**src/rtl/lome_pkg.sv**
```systemverilog
// ----------------------------------------------------------------------------
// lome_pkg - shared types for the limit order matching engine
// Slot count, field widths, result kinds, sequencer states and the request
// carried to the shared priority compare unit.
// ----------------------------------------------------------------------------
package lome_pkg;

	localparam int ORDER_SLOTS = 32;
	localparam int SLOT_W      = $clog2(ORDER_SLOTS);
	localparam int CNT_W       = $clog2(ORDER_SLOTS + 1);
	localparam int IN_W        = 168;
	localparam int OUT_W       = 264;

	localparam logic FUNC_ADD    = 1'b0;
	localparam logic FUNC_CANCEL = 1'b1;
	localparam logic SIDE_BUY    = 1'b0;
	localparam logic SIDE_SELL   = 1'b1;

	typedef enum logic [2:0] {
		KIND_TRADE      = 3'd0,
		KIND_ADD_DONE   = 3'd1,
		KIND_DUPLICATE  = 3'd2,
		KIND_BOOK_FULL  = 3'd3,
		KIND_CANCEL_OK  = 3'd4,
		KIND_NOT_FOUND  = 3'd5
	} kind_t;

	typedef enum logic [2:0] {
		ST_IDLE,
		ST_ID_SCAN,
		ST_MATCH_CHK,
		ST_BEST_SCAN,
		ST_TRADE,
		ST_FREE_SCAN,
		ST_STAT_SCAN,
		ST_STATUS
	} state_t;

	// one candidate-against-best decision
	typedef struct packed {
		logic        side;       // 1: asks, lowest wins
		logic        best_valid;
		logic [31:0] cand_price;
		logic [31:0] best_price;
		logic [31:0] cand_age;
		logic [31:0] best_age;
	} cmp_req_t;

endpackage

```
**src/rtl/lome_cmp.sv**
```systemverilog
// ----------------------------------------------------------------------------
// lome_cmp - price-time priority compare
// Decides whether the scanned slot beats the best order held so far.
// ----------------------------------------------------------------------------
module lome_cmp
	import lome_pkg::*;
(
	input  cmp_req_t req,
	output logic     better
);

	logic price_better;

	// better price first, then the older order at equal price
	always_comb begin
		price_better = req.side ? (req.cand_price < req.best_price)
		                        : (req.cand_price > req.best_price);
		if (!req.best_valid) begin
			better = 1'b1;
		end else if (req.cand_price != req.best_price) begin
			better = price_better;
		end else begin
			better = req.cand_age > req.best_age;
		end
	end

endmodule

```
**src/rtl/limit_order_matching_engine.sv**
```systemverilog
// ----------------------------------------------------------------------------
// limit_order_matching_engine - price-time priority order book
// Sequencer stepping one slot a cycle through a 32-entry book, sharing one
// priority compare unit for every best-order search.
// ----------------------------------------------------------------------------
// channel  dir  payload                                  marks
// s_*      in   order request, 168-bit tdata             tuser = func
// m_*      out  trade / status result, 264-bit tdata     tuser = kind, tlast
//
// Every request starts with an id scan over all slots. A cancel or
// duplicate then takes a status scan and the status step. An add steps
// through the match check, a best-order scan and the trade step for each
// fill partner; a search that finds none at a crossing price, or a filled
// quantity, ends matching, and a resting remainder adds a free-slot scan.
// s_tready is high only when idle; trade and status steps stall until the
// output register is free. Reset clears the used flags and arrival counter.
module limit_order_matching_engine
	import lome_pkg::*;
(
	input  logic             clk,
	input  logic             arst_n,
	input  logic             s_tvalid,
	output logic             s_tready,
	// ord_id[31:0] side[32] order_type[33] limit_price[65:34]
	// order_qty[97:66] arrival_time[161:98], zero pad above
	input  logic [IN_W-1:0]  s_tdata,
	// func
	input  logic             s_tuser,
	output logic             m_tvalid,
	input  logic             m_tready,
	// buyer_id[31:0] seller_id[63:32] fill_price[95:64] trade_qty[127:96]
	// fill_time[191:128] top_bid[223:192] top_bid_valid[224]
	// top_ask[256:225] top_ask_valid[257] resting_count[263:258]
	output logic [OUT_W-1:0] m_tdata,
	// kind
	output logic [2:0]       m_tuser,
	output logic             m_tlast
);

	// slot store
	logic [ORDER_SLOTS-1:0] used_q;
	logic                   side_a_q  [ORDER_SLOTS];
	logic [31:0]            price_a_q [ORDER_SLOTS];
	logic [31:0]            rem_a_q   [ORDER_SLOTS];
	logic [31:0]            id_a_q    [ORDER_SLOTS];
	logic [31:0]            seq_a_q   [ORDER_SLOTS];
	logic [31:0]            counter_q;

	state_t state_q, state_d;

	// latched request
	logic        func_q, side_q, mkt_q;
	logic [31:0] oid_q, lp_q, qty_q;
	logic [63:0] time_q;

	// scan registers
	logic [SLOT_W-1:0] idx_q, fidx_q, bidx_q, free_idx_q;
	logic              found_q, bv_q, free_v_q;
	logic [31:0]       bprice_q, bage_q, brem_q, bid_q;
	logic              sb_v_q, sa_v_q;
	logic [31:0]       sb_p_q, sa_p_q;
	logic [CNT_W-1:0]  cnt_q;
	kind_t             kind_q;

	logic              scan_last, out_free, accept, issue;
	logic [SLOT_W-1:0] idx_nxt;
	logic              c_used, c_side;
	logic [31:0]       c_price, c_rem, c_id, c_age, fill;
	logic              mk, better;
	cmp_req_t          creq;

	assign scan_last = idx_q == SLOT_W'(ORDER_SLOTS - 1);
	assign idx_nxt   = scan_last ? '0 : idx_q + SLOT_W'(1);
	assign out_free  = !m_tvalid || m_tready;
	assign s_tready  = state_q == ST_IDLE;
	assign accept    = s_tvalid && s_tready;

	// current slot under the scan pointer
	assign c_used  = used_q[idx_q];
	assign c_side  = side_a_q[idx_q];
	assign c_price = price_a_q[idx_q];
	assign c_rem   = rem_a_q[idx_q];
	assign c_id    = id_a_q[idx_q];
	assign c_age   = counter_q - seq_a_q[idx_q];

	assign fill = (qty_q < brem_q) ? qty_q : brem_q;
	assign mk   = mkt_q || ((side_q == SIDE_BUY) ? (bprice_q <= lp_q) : (bprice_q >= lp_q));

	// a trade or the status item enters the output register
	assign issue = out_free && ((state_q == ST_TRADE && bv_q && mk) || state_q == ST_STATUS);

	// shared priority compare, opposite side of the incoming order
	always_comb begin
		creq.side       = ~side_q;
		creq.best_valid = bv_q;
		creq.cand_price = c_price;
		creq.best_price = bprice_q;
		creq.cand_age   = c_age;
		creq.best_age   = bage_q;
	end

	lome_cmp u_cmp (
		.req    (creq),
		.better (better)
	);

	// state register
	always_ff @(posedge clk or negedge arst_n) begin
		if (!arst_n) begin
			state_q <= ST_IDLE;
		end else begin
			state_q <= state_d;
		end
	end

	// next state
	always_comb begin
		state_d = state_q;
		unique case (state_q)
			ST_IDLE: begin
				if (accept) state_d = ST_ID_SCAN;
			end
			ST_ID_SCAN: begin
				if (scan_last) begin
					if (func_q == FUNC_CANCEL || found_q ||
					    (c_used && c_id == oid_q)) begin
						state_d = ST_STAT_SCAN;
					end else begin
						state_d = ST_MATCH_CHK;
					end
				end
			end
			ST_MATCH_CHK: begin
				if (qty_q == 32'd0) begin
					state_d = ST_STAT_SCAN;
				end else begin
					state_d = ST_BEST_SCAN;
				end
			end
			ST_BEST_SCAN: begin
				if (scan_last) begin
					// final candidate folded in on this edge; decision next
					state_d = ST_TRADE;
				end
			end
			ST_TRADE: begin
				if (!bv_q || !mk) begin
					state_d = (mkt_q || qty_q == 32'd0) ? ST_STAT_SCAN : ST_FREE_SCAN;
				end else if (out_free) begin
					state_d = ST_MATCH_CHK;
				end
			end
			ST_FREE_SCAN: begin
				if (scan_last) state_d = ST_STAT_SCAN;
			end
			ST_STAT_SCAN: begin
				if (scan_last) state_d = ST_STATUS;
			end
			ST_STATUS: begin
				if (out_free) state_d = ST_IDLE;
			end
			default: state_d = ST_IDLE;
		endcase
	end

	// control registers: used flags, counter, output valid
	always_ff @(posedge clk or negedge arst_n) begin
		if (!arst_n) begin
			used_q    <= '0;
			counter_q <= '0;
			m_tvalid  <= 1'b0;
		end else begin
			if (issue) m_tvalid <= 1'b1;
			else if (m_tready) m_tvalid <= 1'b0;
			unique case (state_q)
				ST_ID_SCAN: begin
					if (scan_last && func_q == FUNC_CANCEL) begin
						if (c_used && c_id == oid_q) used_q[idx_q] <= 1'b0;
						else if (found_q) used_q[fidx_q] <= 1'b0;
					end
				end
				ST_TRADE: begin
					if (bv_q && mk && out_free) begin
						if (brem_q == fill) used_q[bidx_q] <= 1'b0;
					end
				end
				ST_FREE_SCAN: begin
					if (scan_last && (free_v_q || !c_used)) begin
						used_q[free_v_q ? free_idx_q : idx_q] <= 1'b1;
						counter_q <= counter_q + 32'd1;
					end
				end
				default: ;
			endcase
		end
	end

	// slot payload and scan datapath
	always_ff @(posedge clk) begin
		case (state_q)
			ST_IDLE: begin
				idx_q   <= '0;
				found_q <= 1'b0;
				func_q  <= s_tuser;
				oid_q   <= s_tdata[31:0];
				side_q  <= s_tdata[32];
				mkt_q   <= s_tdata[33];
				lp_q    <= s_tdata[65:34];
				qty_q   <= s_tdata[97:66];
				time_q  <= s_tdata[161:98];
			end
			ST_ID_SCAN: begin
				idx_q <= idx_nxt;
				if (c_used && c_id == oid_q) begin
					found_q <= 1'b1;
					fidx_q  <= idx_q;
				end
				if (scan_last) begin
					sb_v_q <= 1'b0;
					sa_v_q <= 1'b0;
					cnt_q  <= '0;
					if (func_q == FUNC_CANCEL) begin
						kind_q <= (found_q || (c_used && c_id == oid_q)) ?
						          KIND_CANCEL_OK : KIND_NOT_FOUND;
					end else begin
						kind_q <= KIND_DUPLICATE;
					end
				end
			end
			ST_MATCH_CHK: begin
				idx_q    <= '0;
				bv_q     <= 1'b0;
				free_v_q <= 1'b0;
				sb_v_q   <= 1'b0;
				sa_v_q   <= 1'b0;
				cnt_q    <= '0;
				kind_q   <= KIND_ADD_DONE;
			end
			ST_BEST_SCAN: begin
				idx_q <= idx_nxt;
				if (c_used && c_side != side_q && better) begin
					bv_q     <= 1'b1;
					bidx_q   <= idx_q;
					bprice_q <= c_price;
					bage_q   <= c_age;
					brem_q   <= c_rem;
					bid_q    <= c_id;
				end
			end
			ST_TRADE: begin
				idx_q <= '0;
				if (bv_q && mk && out_free) begin
					qty_q           <= qty_q - fill;
					rem_a_q[bidx_q] <= brem_q - fill;
					m_tuser         <= KIND_TRADE;
					m_tlast         <= 1'b0;
					m_tdata         <= {72'd0, time_q, fill, bprice_q,
					                    (side_q == SIDE_BUY) ? bid_q : oid_q,
					                    (side_q == SIDE_BUY) ? oid_q : bid_q};
				end
			end
			ST_FREE_SCAN: begin
				idx_q <= idx_nxt;
				if (!c_used && !free_v_q) begin
					free_v_q   <= 1'b1;
					free_idx_q <= idx_q;
				end
				if (scan_last) begin
					if (free_v_q || !c_used) begin
						side_a_q[free_v_q ? free_idx_q : idx_q]  <= side_q;
						price_a_q[free_v_q ? free_idx_q : idx_q] <= lp_q;
						rem_a_q[free_v_q ? free_idx_q : idx_q]   <= qty_q;
						id_a_q[free_v_q ? free_idx_q : idx_q]    <= oid_q;
						seq_a_q[free_v_q ? free_idx_q : idx_q]   <= counter_q;
					end else begin
						kind_q <= KIND_BOOK_FULL;
					end
				end
			end
			ST_STAT_SCAN: begin
				idx_q <= idx_nxt;
				if (c_used) begin
					cnt_q <= cnt_q + CNT_W'(1);
					if (c_side == SIDE_BUY) begin
						if (!sb_v_q || c_price > sb_p_q) begin
							sb_v_q <= 1'b1;
							sb_p_q <= c_price;
						end
					end else begin
						if (!sa_v_q || c_price < sa_p_q) begin
							sa_v_q <= 1'b1;
							sa_p_q <= c_price;
						end
					end
				end
			end
			ST_STATUS: begin
				if (out_free) begin
					m_tuser <= kind_q;
					m_tlast <= 1'b1;
					m_tdata <= {6'(cnt_q), sa_v_q, sa_v_q ? sa_p_q : 32'd0,
					            sb_v_q, sb_v_q ? sb_p_q : 32'd0, 192'd0};
				end
			end
			default: ;
		endcase
	end

`ifndef SYNTHESIS
	// a trade is never the closing item
	a_trade_not_last: assert property (@(posedge clk) disable iff (!arst_n)
		m_tvalid && m_tuser == KIND_TRADE |-> !m_tlast)
		else $error("trade item marked last");

	// a taken request starts the id scan
	a_accept_scan: assert property (@(posedge clk) disable iff (!arst_n)
		accept |=> state_q == ST_ID_SCAN)
		else $error("request not followed by id scan");

	// issuing the status item raises a last-marked result
	a_status_last: assert property (@(posedge clk) disable iff (!arst_n)
		state_q == ST_STATUS && out_free |=> m_tvalid && m_tlast)
		else $error("status item not presented");

	// no request is taken while the best-order scan is under way
	a_busy: assert property (@(posedge clk) disable iff (!arst_n)
		state_q == ST_BEST_SCAN |-> !s_tready)
		else $error("ready during scan");
`endif

endmodule

```
**config.mk**
```make
export PLATFORM = sky130hd
export DESIGN_NAME = limit_order_matching_engine
export DESIGN_NICKNAME = d
export VERILOG_FILES = /design/src/rtl/lome_pkg.sv /design/src/rtl/lome_cmp.sv /design/src/rtl/limit_order_matching_engine.sv
export SDC_FILE = /design/constraint.sdc
export NUM_CORES = 2
export LEC_CHECK = 0
export ABC_AREA = 0
export BUFFER_PORTS_ARGS = -buffer_cell sky130_fd_sc_hd__buf_2
export CORE_UTILIZATION = 45
export CTS_BUF_LIST = sky130_fd_sc_hd__clkbuf_4 sky130_fd_sc_hd__clkbuf_8 sky130_fd_sc_hd__clkbuf_16
export DETAILED_ROUTE_END_ITERATION = 16
export GPL_ROUTABILITY_DRIVEN = 0
export GPL_TIMING_DRIVEN = 0
export HOLD_SLACK_MARGIN = 0.15
export PLACE_DENSITY_LB_ADDON = 0.25
export SLEW_MARGIN = 20
export SYNTH_ARGS = -nofsm -noshare
export SYNTH_HDL_FRONTEND = slang
export SYNTH_MEMORY_MAX_BITS = 65536
export SYNTH_SLANG_ARGS = --single-unit
```
**constraint.sdc**
```tcl
create_clock -name clk -period 17.6 [get_ports clk]
set_input_delay 0.88 -clock clk [delete_from_list [all_inputs] [get_ports clk]]
set_output_delay 0.88 -clock clk [all_outputs]
set_load 0.02 [all_outputs]
```
==> Implementation_results.wiki <==
{| class="wikitable"
! Metric !! Value
|-
| Status || completed
|-
| EDFF count, synth || 4785
|-
| Synthesis warning total || 0
|-
| Buffers inserted by post-CTS timing repair || 0
|-
| Kind of end point of the critical path || register
|-
| Flip-flop and latch count after synthesis || 4858
|-
| Area share of the largest cell type after synthesis || 0.740
|-
| Count of nets after finishing || 11500
|-
| Switching power share of the total || 0.336
|-
| Routed WL || 613 mm
|-
| Final routed wire length divided by cell count || 35.7 um
|-
| Area of the core region || 0.428 mm2
|-
| Cells on worst reg2reg path || 40
|-
| Worst Hold Class || input pin to register
|-
| TritonCTS clock tree || done
|-
| I/O pin cnt || 443
|-
| Cell accounting for the most synthesized area || sky130_fd_sc_hd__edfxtp_1
|-
| Pin slew with the least headroom to its limit || 1.33 ns
|-
| Type of element launching the critical path || register
|-
| Maximum clock skew at final layout || 0.154 ns
|-
| Hold Violations, Final || 0
|-
| Most frequent cells after synthesis || sky130_fd_sc_hd__edfxtp_1, sky130_fd_sc_hd__mux4_2, sky130_fd_sc_hd__nor2_1
|-
| Vias || 108000
|-
| Cells on Worst Hold Path || 3
|-
| Violation count after the first detailed-route iteration || 16000
|-
| Placement-stage cell area || 0.214 mm2
|-
| Resize count post-CTS || 0
|-
| Psw || 12.4 mW
|-
| Die ar. || 0.434 mm2
|-
| Clock sink total || 4858
|-
| Top cells by area in the synthesized netlist || sky130_fd_sc_hd__edfxtp_1, sky130_fd_sc_hd__mux4_2, sky130_fd_sc_hd__ha_1
|-
| Master cell of the clock root buffer || sky130_fd_sc_hd__clkbuf_16
|-
| DPL Wire Length || 425 mm
|-
| RR Endpoint || bage_q[29]
|-
| Maximum number of pins on one net before global-route repair || 48
|-
| Number of antenna violations at the first check in global routing || 47
|-
| Internal power contribution || 24.6 mW
|-
| Clk pwr share || 0.280
|-
| Mapped cell area || 0.194 mm2
|-
| Setup Viol. Count Final || 0
|-
| Non-filler cells in the finished layout || 17200
|-
| Max-slew headroom || 0.110
|-
| Setup total negative slack || 0 ns
|-
| Register area share after synthesis || 0.750
|-
| Number of routed nets with antenna violations || 0
|-
| Cell with the most instances after synthesis || sky130_fd_sc_hd__edfxtp_1
|-
| Cell type group with the largest total delay on the critical path || buffers and inverters
|-
| Sum of internal, switching and leakage power || 37.0 mW
|-
| Synthesized Nets || 10000
|-
| Share of total power in combinational logic || 0.313
|-
| Max-slew violation total from the final report || 0
|-
| Power per Cell Area || 160 mW/mm2
|-
| Setup repair after global routing missed its margin || no
|-
| Critical-path top delay cell || sky130_fd_sc_hd__clkbuf_1
|-
| Area Overhead vs Synth || 19.3%
|-
| Synthesized netlist cell count || 9560
|-
| Crit path DAT || 14.50 ns
|-
| Slowest cell delay on critical path || 0.93 ns
|-
| Final clock period utilization by the worst path || 0.786
|-
| Rows || 240
|-
| Via-to-Cell Ratio || 6.30
|-
| Deepest level of the CTS H-tree || 5
|-
| Proportion of synthesized flip-flops having asynchronous set or reset || 0.0140
|-
| Fraction of final layout cells sized beyond drive strength 1 || 0.279
|-
| Reg clk slew, reported paths || 0.07 ns
|-
| Worst endpoint required time || 18.27 ns
|-
| Cell mode on critical path || sky130_fd_sc_hd__buf_2
|-
| Count of cell types in the netlist || 82
|-
| Total iterations of the first detailed-routing run || 8
|-
| Dominant synthesized flop cell || sky130_fd_sc_hd__edfxtp_1
|-
| Total global routing track utilization || 0.279
|-
| Clock latency on the worst-skew pair || 1.07 ns
|-
| DRC errors left || 0
|-
| Reg-to-reg setup timing slack || 3.77 ns
|-
| Maximum clock frequency || 72.3 MHz
|-
| Peak supply drop || 0.157 mV
|-
| Start point of the worst hold path || s_tdata[73]
|-
| Initial core utilization || 0.453
|-
| Path type of the worst setup path || register to register
|-
| Final worst path period need || 13.83 ns
|-
| Num CTS Buffers || 479
|-
| Synthesized area per cell || 20.3 um2
|-
| Die span in x || 659 um
|-
| Die height || 659 um
|-
| Final design area excluding fillers || 0.231 mm2
|-
| First-pass GRT wire length || 844 mm
|-
| Vias in the first global route || 107000
|-
| Endpoint of the worst hold path || qty_q[7]
|-
| Placed cells || 16100
|-
| Critical path buffer and inverter count || 15
|-
| Worst hold slack after final layout || 0.200 ns
|-
| Total overflow reported by the global router || 0
|-
| Leakage power || 79.1 nW
|-
| Crit Path Max Fanout || 24
|-
| Max capacitance violation total || 0
|-
| Port Buffers || 436
|-
| Max Buffers Root-to-Sink || 4
|-
| Sequential share of power || 0.407
|}
==> layer usage <==
metal  GRT usage  routed length (um)
met5           0                 114
met4       0.116               30200
met3      0.0572               65300
met2       0.441              288000
met1       0.379              230000
==> cell families after synthesis <==
| group | after synthesis | synth area share |
|---|---|---|
| DFF | 4858 | 0.750 |
| muxes | 1394 | 0.146 |
| and+or+nand+nor | 1317 | 0.0340 |
| AOI/OAI and AO/OA | 870 | 0.0302 |
| buffers and inverters | 694 | 0.0150 |
| adders and majority gates | 293 | 0.0190 |
| xor gates and xnor gates | 134 | 0.00605 |
==> area by class of cell <==
type | count | area, um2
Timing Repair Buffer | 1023 | 13300
Clock inverter | 317 | 3200
Sequential cell | 4858 | 146000
Antenna cell | 38 | 95.1
Buffer | 442 | 2070
Tap cell | 5687 | 7120
Clock buffer | 567 | 12700
Multi-Input combinational cell | 4008 | 46500
Fill cell | 32500 | 197000
Inverter | 252 | 946
==> repair_timing <==
| item | 4_1_cts | 5_1_grt |
|---|---|---|
| endpoints found under the setup margin | 0 | 0 |
| endpoints found under the hold margin | 170 | 1 |
| hold buffers | 132 | 1 |
==> placed cells by master (no fill, tap or decap), types with 82 or more instances in the layout <==
cell,count
sky130_fd_sc_hd__clkinv_2,92
sky130_fd_sc_hd__nand4_1,114
sky130_fd_sc_hd__mux4_2,1146
sky130_fd_sc_hd__and3_1,91
sky130_fd_sc_hd__dlygate4sd3_1,133
sky130_fd_sc_hd__and2_1,93
sky130_fd_sc_hd__nand2_1,304
sky130_fd_sc_hd__buf_2,562
sky130_fd_sc_hd__o21ai_0,125
sky130_fd_sc_hd__buf_16,180
sky130_fd_sc_hd__a21oi_1,172
sky130_fd_sc_hd__clkbuf_16,482
sky130_fd_sc_hd__mux2i_1,227
sky130_fd_sc_hd__clkinv_1,113
sky130_fd_sc_hd__edfxtp_1,4785
sky130_fd_sc_hd__xnor2_1,82
sky130_fd_sc_hd__nor2_1,282
sky130_fd_sc_hd__clkbuf_1,191
sky130_fd_sc_hd__a22oi_1,169
sky130_fd_sc_hd__a21o_1,98
sky130_fd_sc_hd__ha_1,290
sky130_fd_sc_hd__inv_1,249
sky130_fd_sc_hd__buf_12,190
==> how the worst max path moves through the flow <==
stage,from,to,slack [ns],cells past startpoint
floorplan,lp_q[31],m_tdata[0],3.03,12
global placement,register,bid_q[8],-7.04,35
detailed placement,register,bid_q[8],4.00,37
CTS,register,bage_q[29],3.89,40
global route,register,bage_q[1],3.33,42
finish,register,bage_q[29],3.77,40
==> through the flow <==
stage	util	setup WS, ns
global route	0.540	3.33
detailed placement	0.499	4.00
finish	0.541	3.77
CTS	0.539	3.89
floorplan	-	3.03
global placement	0.475	-7.04
==> registers in the layout, indices dropped and copies added, names as in the netlist, 64 cells and up, named ones only <==
name	count
m_tdata	264
time_q	64
seq_a_q	1024
id_a_q	1024
rem_a_q	1024
price_a_q	1024
==> worst reg2reg max path: cells and delay by family, from the launching register on <==
family,cells,cell delay [ns]
compound gates,13,3.59
xor+xnor,1,0.22
fa+ha+maj,3,1.11
buf+inv,15,6.85
flops,1,0.35
simple gates,8,1.30
==> power groups by stage <==
stage          Sequential [mW]  Combinational [mW]  Clock [mW]
2_1_floorplan             15.6                6.01           0
3_3_place_gp              15.7                10.2           0
3_5_place_dp              15.4                11.3           0
4_1_cts                   15.1                11.4        10.4
5_1_grt                   15.1                12.1        10.9
6_report                  15.1                11.6        10.4
Note: power is estimated with default switching activity, not from simulation.
